--- src/ipt_pkg.sv ---
// Shared constants and types for the inverted page table lookup block.
// No dependencies; compile first.
`default_nettype none

package ipt_pkg;

  localparam int PID_W     = 16;
  localparam int VPAGE_W   = 20;
  localparam int OFF_W     = 12;
  localparam int VA_W      = 32;
  localparam int PA_W      = 18;
  localparam int IDX_IN_W  = 6;
  localparam int CFG_W     = 7;

  localparam int DEF_TABLE_ENTRIES = 64;

  // item opcodes carried in the mode field
  localparam logic MODE_LOAD  = 1'b0;
  localparam logic MODE_XLATE = 1'b1;

  typedef struct packed {
    logic [PID_W-1:0]   pid;
    logic [VPAGE_W-1:0] vpage;
  } ipt_entry_t;

  // table port strobes from the sequencer
  typedef struct packed {
    logic wr_en;
    logic rd_en;
  } ipt_mem_ctl_t;

endpackage

`default_nettype wire

--- src/ipt_ifs.sv ---
// Channel interfaces: request, result and configuration write.
// Depends on ipt_pkg.
`default_nettype none

interface ipt_in_if;
  logic                         valid;
  logic                         ready;
  logic                         mode;
  logic [ipt_pkg::IDX_IN_W-1:0] entry_index;
  logic [ipt_pkg::PID_W-1:0]    entry_pid;
  logic [ipt_pkg::VPAGE_W-1:0]  entry_vpage;
  logic [ipt_pkg::VA_W-1:0]     virtual_address;
  logic [ipt_pkg::PID_W-1:0]    current_pid;

  modport source (output valid, mode, entry_index, entry_pid, entry_vpage,
                  virtual_address, current_pid, input ready);
  modport sink   (input valid, mode, entry_index, entry_pid, entry_vpage,
                  virtual_address, current_pid, output ready);
endinterface

interface ipt_out_if;
  logic                     valid;
  logic                     ready;
  logic [ipt_pkg::PA_W-1:0] physical_address;
  logic                     hit;

  modport source (output valid, physical_address, hit, input ready);
  modport sink   (input valid, physical_address, hit, output ready);
endinterface

interface ipt_cfg_if;
  logic                      valid;
  logic                      ready;
  logic [ipt_pkg::CFG_W-1:0] data;

  modport source (output valid, data, input ready);
  modport sink   (input valid, data, output ready);
endinterface

`default_nettype wire

--- src/ipt_table.sv ---
// Page table storage: one write port, one read port, registered read data.
// Depends on ipt_pkg.
`default_nettype none

module ipt_table #(
  parameter int  DEPTH = ipt_pkg::DEF_TABLE_ENTRIES,
  localparam int AW    = (DEPTH > 1) ? $clog2(DEPTH) : 1
) (
  input  wire                   clk,
  input  ipt_pkg::ipt_mem_ctl_t ctl,
  input  wire [AW-1:0]          wr_addr,
  input  ipt_pkg::ipt_entry_t   wr_data,
  input  wire [AW-1:0]          rd_addr,
  output ipt_pkg::ipt_entry_t   rd_data_r
);
  import ipt_pkg::*;

  ipt_entry_t ent_mem [DEPTH];

  always_ff @(posedge clk) begin
    if (ctl.wr_en) begin
      ent_mem[wr_addr] <= wr_data;
    end
    if (ctl.rd_en) begin
      rd_data_r <= ent_mem[rd_addr];
    end
  end

endmodule

`default_nettype wire

--- src/ipt_ctrl.sv ---
// Lookup sequencer: table loads, linear search over the table, result register.
// Depends on ipt_pkg and ipt_ifs; drives ipt_table.
`default_nettype none

module ipt_ctrl #(
  parameter int  TABLE_ENTRIES = ipt_pkg::DEF_TABLE_ENTRIES,
  localparam int IDX_W         = (TABLE_ENTRIES > 1) ? $clog2(TABLE_ENTRIES) : 1
) (
  input  wire                       clk,
  input  wire                       rst_n,
  ipt_in_if.sink                    in_ch,
  ipt_out_if.source                 out_ch,
  input  wire [ipt_pkg::CFG_W-1:0]  entries_in_use,
  output ipt_pkg::ipt_mem_ctl_t     mem_ctl,
  output logic [IDX_W-1:0]          wr_addr,
  output ipt_pkg::ipt_entry_t       wr_data,
  output logic [IDX_W-1:0]          rd_addr,
  input  ipt_pkg::ipt_entry_t       rd_data
);
  import ipt_pkg::*;

  localparam int CNT_W = $clog2(TABLE_ENTRIES + 1);
  localparam int CMP_W = (CNT_W > CFG_W) ? CNT_W : CFG_W;
  localparam int LD_W  = (CNT_W > IDX_IN_W) ? CNT_W : IDX_IN_W;

  typedef enum logic [1:0] {
    ST_IDLE,
    ST_SEARCH,
    ST_DONE
  } state_t;

  state_t             state_r;
  logic [PID_W-1:0]   pid_r;
  logic [VPAGE_W-1:0] vpage_r;
  logic [OFF_W-1:0]   off_r;
  logic [CNT_W-1:0]   lim_r;
  logic [CNT_W-1:0]   iss_r;
  logic               cmp_vld_r;
  logic [IDX_W-1:0]   cmp_idx_r;
  logic               res_hit_r;
  logic [IDX_W-1:0]   res_idx_r;
  logic               out_valid_r;
  logic [PA_W-1:0]    pa_r;
  logic               hit_r;

  logic               in_fire;
  logic               ld_ok;
  logic               match;
  logic               rd_go;
  logic               search_end;
  logic               out_free;
  logic               out_valid_nxt;
  logic [CNT_W-1:0]   lim_nxt;

  always_comb begin
    in_fire        = in_ch.valid && in_ch.ready;
    ld_ok          = LD_W'(in_ch.entry_index) < LD_W'(TABLE_ENTRIES);
    mem_ctl.wr_en  = in_fire && (in_ch.mode == MODE_LOAD) && ld_ok;
    wr_addr        = IDX_W'(in_ch.entry_index);
    wr_data.pid    = in_ch.entry_pid;
    wr_data.vpage  = in_ch.entry_vpage;

    match      = cmp_vld_r && (rd_data.pid == pid_r) && (rd_data.vpage == vpage_r);
    rd_go      = (state_r == ST_SEARCH) && (iss_r < lim_r) && !match;
    search_end = (state_r == ST_SEARCH) && (match || (!cmp_vld_r && (iss_r == lim_r)));
    mem_ctl.rd_en = rd_go;
    rd_addr       = iss_r[IDX_W-1:0];

    // count above the table size searches the whole table
    lim_nxt = (CMP_W'(entries_in_use) > CMP_W'(TABLE_ENTRIES)) ?
              CNT_W'(TABLE_ENTRIES) : CNT_W'(entries_in_use);

    out_free = !out_valid_r || out_ch.ready;
    // load a new result when done, otherwise hold until the sink takes it
    out_valid_nxt = ((state_r == ST_DONE) && out_free) || (out_valid_r && !out_ch.ready);

    in_ch.ready             = (state_r == ST_IDLE);
    out_ch.valid            = out_valid_r;
    out_ch.physical_address = pa_r;
    out_ch.hit              = hit_r;
  end

  always_ff @(posedge clk) begin
    if (!rst_n) begin
      state_r     <= ST_IDLE;
      cmp_vld_r   <= 1'b0;
      out_valid_r <= 1'b0;
    end else begin
      out_valid_r <= out_valid_nxt;
      unique case (state_r)
        ST_IDLE: begin
          cmp_vld_r <= 1'b0;
          if (in_fire && (in_ch.mode == MODE_XLATE)) begin
            pid_r   <= in_ch.current_pid;
            vpage_r <= in_ch.virtual_address[VA_W-1:OFF_W];
            off_r   <= in_ch.virtual_address[OFF_W-1:0];
            lim_r   <= lim_nxt;
            iss_r   <= '0;
            state_r <= ST_SEARCH;
          end
        end
        ST_SEARCH: begin
          // rd_go is low whenever the search ends, so the compare stage drains
          cmp_vld_r <= rd_go;
          cmp_idx_r <= iss_r[IDX_W-1:0];
          if (rd_go) begin
            iss_r <= CNT_W'(iss_r + 1'b1);
          end
          if (search_end) begin
            res_hit_r <= match;
            res_idx_r <= cmp_idx_r;
            state_r   <= ST_DONE;
          end
        end
        ST_DONE: begin
          if (out_free) begin
            pa_r        <= res_hit_r ? PA_W'({res_idx_r, off_r}) : '0;
            hit_r       <= res_hit_r;
            state_r     <= ST_IDLE;
          end
        end
        default: begin
          state_r <= ST_IDLE;
        end
      endcase
    end
  end

endmodule

`default_nettype wire

--- src/inverted_page_table_lookup_core.sv ---
// Inverted page table translator, top level.
// Channels: in_ch (request beats), out_ch (result beats), cfg_ch (search count).
// Load beats (mode 0) write one {pid, vpage} entry at entry_index in the cycle
// they are accepted and produce no result; one load per cycle while idle.
// Translate beats (mode 1) search entries 0 .. entries_in_use-1 in order, one
// table read per cycle through the single read port of the table memory
// (entries_in_use capped at TABLE_ENTRIES), and give one result beat:
// {index, offset} and hit=1 on the first match, else 0. The next request
// beat is taken once the result is in the output register, so in_ch.ready
// stays low while a translation searches and waits for that register.
// The output register holds a result while out_ch.ready is low; a following
// load is still accepted, a following translation searches and then waits.
// Reset (rst_n low, synchronous) clears the control state and the search
// count to 0; the table itself is not cleared and must be loaded before use.
// cfg_ch is always ready; write it only while the block is idle.
`default_nettype none

module inverted_page_table_lookup_core #(
  parameter int TABLE_ENTRIES = ipt_pkg::DEF_TABLE_ENTRIES
) (
  input  wire       clk,
  input  wire       rst_n,
  ipt_in_if.sink    in_ch,
  ipt_out_if.source out_ch,
  ipt_cfg_if.sink   cfg_ch
);
  import ipt_pkg::*;

  localparam int IDX_W = (TABLE_ENTRIES > 1) ? $clog2(TABLE_ENTRIES) : 1;

  // search count register
  logic [CFG_W-1:0] entries_r;

  ipt_mem_ctl_t     mem_ctl;
  logic [IDX_W-1:0] wr_addr;
  ipt_entry_t       wr_data;
  logic [IDX_W-1:0] rd_addr;
  ipt_entry_t       rd_data;

  assign cfg_ch.ready = 1'b1;

  always_ff @(posedge clk) begin
    if (!rst_n) begin
      entries_r <= '0;
    end else if (cfg_ch.valid && cfg_ch.ready) begin
      entries_r <= cfg_ch.data;
    end
  end

  // search sequencer, loads and result register
  ipt_ctrl #(
    .TABLE_ENTRIES (TABLE_ENTRIES)
  ) u_ctrl (
    .clk            (clk),
    .rst_n          (rst_n),
    .in_ch          (in_ch),
    .out_ch         (out_ch),
    .entries_in_use (entries_r),
    .mem_ctl        (mem_ctl),
    .wr_addr        (wr_addr),
    .wr_data        (wr_data),
    .rd_addr        (rd_addr),
    .rd_data        (rd_data)
  );

  // entry storage, registered read data
  ipt_table #(
    .DEPTH (TABLE_ENTRIES)
  ) u_table (
    .clk       (clk),
    .ctl       (mem_ctl),
    .wr_addr   (wr_addr),
    .wr_data   (wr_data),
    .rd_addr   (rd_addr),
    .rd_data_r (rd_data)
  );

endmodule

`default_nettype wire

--- src/flat_wrapper.sv ---
// flat-port wrapper written by rule: the top's interface ports become plain ports
module inverted_page_table_lookup_core_flat import ipt_pkg::*;
#(
  parameter int TABLE_ENTRIES = ipt_pkg::DEF_TABLE_ENTRIES
)
  (clk, rst_n, in_ch_valid, in_ch_mode, in_ch_entry_index, in_ch_entry_pid, in_ch_entry_vpage, in_ch_virtual_address, in_ch_current_pid, in_ch_ready, out_ch_valid, out_ch_physical_address, out_ch_hit, out_ch_ready, cfg_ch_valid, cfg_ch_data, cfg_ch_ready);
  ipt_in_if in_ch_i ();
  ipt_out_if out_ch_i ();
  ipt_cfg_if cfg_ch_i ();
  input  wire clk;
  input  wire rst_n;
  input wire logic [$bits(in_ch_i.valid)-1:0] in_ch_valid;
  input wire logic [$bits(in_ch_i.mode)-1:0] in_ch_mode;
  input wire logic [$bits(in_ch_i.entry_index)-1:0] in_ch_entry_index;
  input wire logic [$bits(in_ch_i.entry_pid)-1:0] in_ch_entry_pid;
  input wire logic [$bits(in_ch_i.entry_vpage)-1:0] in_ch_entry_vpage;
  input wire logic [$bits(in_ch_i.virtual_address)-1:0] in_ch_virtual_address;
  input wire logic [$bits(in_ch_i.current_pid)-1:0] in_ch_current_pid;
  output wire logic [$bits(in_ch_i.ready)-1:0] in_ch_ready;
  output wire logic [$bits(out_ch_i.valid)-1:0] out_ch_valid;
  output wire logic [$bits(out_ch_i.physical_address)-1:0] out_ch_physical_address;
  output wire logic [$bits(out_ch_i.hit)-1:0] out_ch_hit;
  input wire logic [$bits(out_ch_i.ready)-1:0] out_ch_ready;
  input wire logic [$bits(cfg_ch_i.valid)-1:0] cfg_ch_valid;
  input wire logic [$bits(cfg_ch_i.data)-1:0] cfg_ch_data;
  output wire logic [$bits(cfg_ch_i.ready)-1:0] cfg_ch_ready;
  assign in_ch_i.valid = in_ch_valid;
  assign in_ch_i.mode = in_ch_mode;
  assign in_ch_i.entry_index = in_ch_entry_index;
  assign in_ch_i.entry_pid = in_ch_entry_pid;
  assign in_ch_i.entry_vpage = in_ch_entry_vpage;
  assign in_ch_i.virtual_address = in_ch_virtual_address;
  assign in_ch_i.current_pid = in_ch_current_pid;
  assign in_ch_ready = in_ch_i.ready;
  assign out_ch_valid = out_ch_i.valid;
  assign out_ch_physical_address = out_ch_i.physical_address;
  assign out_ch_hit = out_ch_i.hit;
  assign out_ch_i.ready = out_ch_ready;
  assign cfg_ch_i.valid = cfg_ch_valid;
  assign cfg_ch_i.data = cfg_ch_data;
  assign cfg_ch_ready = cfg_ch_i.ready;
  inverted_page_table_lookup_core #(.TABLE_ENTRIES(TABLE_ENTRIES)) u_core (.clk(clk), .rst_n(rst_n), .in_ch(in_ch_i), .out_ch(out_ch_i), .cfg_ch(cfg_ch_i));
endmodule
--- config.mk ---
export PLATFORM = sky130hd
export DESIGN_NAME = inverted_page_table_lookup_core_flat
export DESIGN_NICKNAME = d
export VERILOG_FILES = /design/src/ipt_pkg.sv /design/src/ipt_ifs.sv /design/src/ipt_table.sv /design/src/ipt_ctrl.sv /design/src/inverted_page_table_lookup_core.sv /design/src/flat_wrapper.sv
export SDC_FILE = /design/constraint.sdc
export NUM_CORES = 2
export LEC_CHECK = 0
export BUFFER_PORTS_ARGS = -buffer_cell sky130_fd_sc_hd__buf_2
export CAP_MARGIN = 0
export CORE_MARGIN = 2
export CORE_UTILIZATION = 50
export DETAILED_ROUTE_END_ITERATION = 16
export GPL_TIMING_DRIVEN = 0
export PLACE_DENSITY = 0.66
export SLEW_MARGIN = 20
export SYNTH_ARGS = -nofsm -noshare
export SYNTH_HDL_FRONTEND = slang
export SYNTH_SLANG_ARGS = --single-unit
--- constraint.sdc ---
create_clock -name clk -period 12.3 [get_ports clk]
set_input_delay 1.845 -clock clk [delete_from_list [all_inputs] [get_ports clk]]
set_output_delay 1.845 -clock clk [all_outputs]
set_load 0.01 [all_outputs]
==> results.cfg <==
[status]
outcome = completed

[global_route]
gr-total-overflow = 0
grt_pass1_vias = 45600
grt_pass1_wl_mm = 362
grt_max_degree = 65
antenna_found_initial = 21
grt_usage_pct = 28.2

[detailed_routing]
vias = 46800
drt-vias-per-instance = 6.49
drt_iter0_markers = 7950
drt.antenna.violating_nets = 0
drcViolationCount = 0
dr.pass1.iters = 7
wl_mm = 263
wire_per_inst_um = 36.6

[clock_tree]
cts_made_buffers = 233
cts_root_buf = clkbuf_16
cts_setup_buffers = 0
htree_levels = 4
clkSlewWorstSetupHoldPaths_ns = 0.06
cts_buffer_depth = 3
cts_resized = 0
clk_latency_ns = 0.90
cts_tree = built
clock-sinks = 2445
cts_hold_buf = 0

[power]
ir_worst_vdd_v = 0.000124
swShare_pct = 21.3
p_int_uw = 13200
cellLeakagePower_uw = 0.0334
p_per_area_nw_per_um2 = 157
pwr-share-clk_pct = 41.5
pwr-share-seq_pct = 54.8
pwr-share-comb_pct = 3.8
switching_power_uw = 3570

[floorplan]
fp.dieW_um = 434
start_util_pct = 50.4
boundaryPins = 125
num_rows = 157
dieArea_um2 = 189000
core_um2 = 183000
die_h_um = 434

[timing]
setup_tns_ns = 0
drv_slew = 0
setup_viol = 0
fmax_ghz = 0.202
slew_headroom_pct = 11.2
period_needed_ns = 4.96
tightest_slew_ns = 1.33
setup_ws_ns = 7.34
rsz0062_at_grt = false
finClkSkew_ns = 0.0478
finalCritPeriodShare_pct = 40.3
finalHoldViolCount = 0

[logic_synthesis]
yosysWarnings = 0
synthArstFlopShare_pct = 0
ys_types = 56
synth_seq_cells = 2445
syn_area_per_cell_um2 = 23.0
synth_nets = 4129
yosysSeqAreaShare_pct = 79.2
synth_edf_count = 2434
syn_area_um2 = 92600
syn_inst = 4018
synth_top_cell_by_area = edfxtp_1
ys_top_cells_by_area = edfxtp_1 (79%), mux4_2 (14%), a22oi_1 (1.3%)
synth_top_area_share_pct = 79.0
ys.flop_type = edfxtp_1

[critical_path]
crit_start = u_core.u_ctrl.iss_r[3]$_SDFFCE_PN0P_
required_ns = 12.88
endpoint_kind = flop
crit_fanout = 10
startpoint_type = flop
crit_type = flop to flop
arrival_ns = 5.54
r2r-start = u_core.u_ctrl.iss_r[3]$_SDFFCE_PN0P_

[cells_and_area]
drive_above_1_share_pct = 28.6
final_common_cell = edfxtp_1
final_nets = 4612
syn2layout_area_growth_pct = 15.9
final_cell_mix = edfxtp_1 (2434), mux4_2 (567), clkbuf_16 (236), a22oi_1 (156), buf_2 (150)
fin_area_um2 = 107000

[placement]
io_buffer_count = 119
place_hpwl_mm = 174
dp_slack_ns = 7.12
routabilityCongestion = 0.896
detailed_place.area_um2 = 99800

[hold_path]
hold_start = u_core.u_ctrl.cmp_idx_r[3]$_DFFE_PP_
hold_class = flop to flop

[run]
maxCapViolations = 0
-- final timing paths --
| kind | end | slack, ns | depth (start not counted) |
|---|---|---|---|
| setup reg to reg | u_core.u_table.rd_data_r[30]$_DFFE_PP_ | 7.34 | 8 |
| hold reg to reg | u_core.u_ctrl.res_idx_r[3]$_DFFE_PP_ | 0.42 | 0 |
| hold / removal | u_core.u_ctrl.res_idx_r[3]$_DFFE_PP_ | 0.42 | 0 |
| setup / recovery | u_core.u_table.rd_data_r[30]$_DFFE_PP_ | 7.34 | 8 |
-- cell usage after synthesis (20+ instances only) --
| cell type | instances |
|---|---|
| buf_4 | 21 |
| edfxtp_1 | 2434 |
| xor2_1 | 37 |
| clkbuf_1 | 86 |
| nor2b_1 | 23 |
| a221oi_1 | 54 |
| a22oi_1 | 156 |
| nor2_1 | 86 |
| buf_2 | 60 |
| o21ai_0 | 20 |
| mux2i_1 | 79 |
| mux4_2 | 567 |
| nand2_1 | 32 |
| a21oi_1 | 81 |
| o21ai_1 | 34 |
| and2_1 | 22 |
| buf_1 | 32 |
| buf_6 | 20 |
-- power groups by stage --
stage	sequential (µW)	clock, µW	combinational (µW)
4_1_cts	9210	7020	623
3_3_place_gp	9390	0	585
3_5_place_dp	9390	0	621
6_report	9210	6980	632
2_1_floorplan	9380	0	278
5_1_grt	9210	7340	656
-- kinds of logic (layout without fill, tap and decap cells) --
| kind of cell | count (synthesis) | count (layout) | share of synthesized area (%) |
|---|---|---|---|
| compound gates | 379 | 379 | 2.80 |
| xor+xnor | 40 | 40 | 0.379 |
| fa+ha+maj | 8 | 8 | 0.108 |
| mux | 655 | 655 | 14.8 |
| simple gates | 260 | 260 | 1.47 |
| flops | 2445 | 2445 | 79.2 |
| buf+inv | 230 | 913 | 1.26 |
| other cells | 1 | 35 | 0.00405 |
-- state kept, by name (all words and copies together) (netlist names) --
signal and flops:
u_core.u_ctrl.out_ch.valid 1, u_core.u_ctrl.state_r 2, u_core.u_ctrl.res_hit_r 1, u_core.u_ctrl.off_r 12, u_core.u_ctrl.res_idx_r 6, u_core.u_ctrl.out_ch.hit 1
u_core.entries_r 7, u_core.u_ctrl.pid_r 16, u_core.u_ctrl.iss_r 7, u_core.u_ctrl.vpage_r 20, u_core.u_ctrl.cmp_idx_r 6, u_core.u_table.ent_mem 2304
u_core.u_ctrl.out_ch.physical_address 18, u_core.u_ctrl.cmp_vld_r 1, u_core.u_table.rd_data_r 36, u_core.u_ctrl.lim_r 7
-- final cells by class --
| class | instances | area, µm² |
|---|---|---|
| Clock buffer | 290 | 6120 |
| Antenna cell | 34 | 85.1 |
| Sequential cell | 2445 | 73300 |
| Fill cell | 13000 | 76200 |
| Buffer | 219 | 1140 |
| Inverter | 11 | 43.8 |
| Tap cell | 2464 | 3080 |
| Timing Repair Buffer | 248 | 3700 |
| Clock inverter | 145 | 1240 |
| Multi-Input combinational cell | 1343 | 18600 |
-- per-stage QoR --
| stage | instances | utilization (%) | power (µW) | hold WS, ns |
|---|---|---|---|---|
| 4_1_cts | 7165 | 58.4 | 16900 | 0.415 |
| 6_report | 7199 | 58.5 | 16800 | 0.418 |
| 3_5_place_dp | 6730 | 54.4 | 10000 | 0.405 |
| 5_1_grt | 7195 | 58.5 | 17200 | 0.422 |
| 3_3_place_gp | 6601 | 52.5 | 9980 | 0.404 |
| 2_1_floorplan | 4018 | - | 9660 | 0.400 |
-- critical path, stage by stage, from the launching register on --
cell	delay [ns]
edfxtp_1	0.49
clkbuf_1	0.32
nor2b_1	0.19
clkbuf_1	0.83
buf_2	0.56
clkbuf_1	0.83
buf_2	0.49
a221oi_1	0.16
a211oi_1	0.74
-- layer usage --
layer	up-vias	global-route usage (%)	share of wire, %
met3	555	6.54	11
met4	4	14.2	5.7
met5	-	0	0.0076
met1	24800	38.0	36
met2	3165	43.4	47
li1	18300	-	-
(Power assumes the default switching activity.)
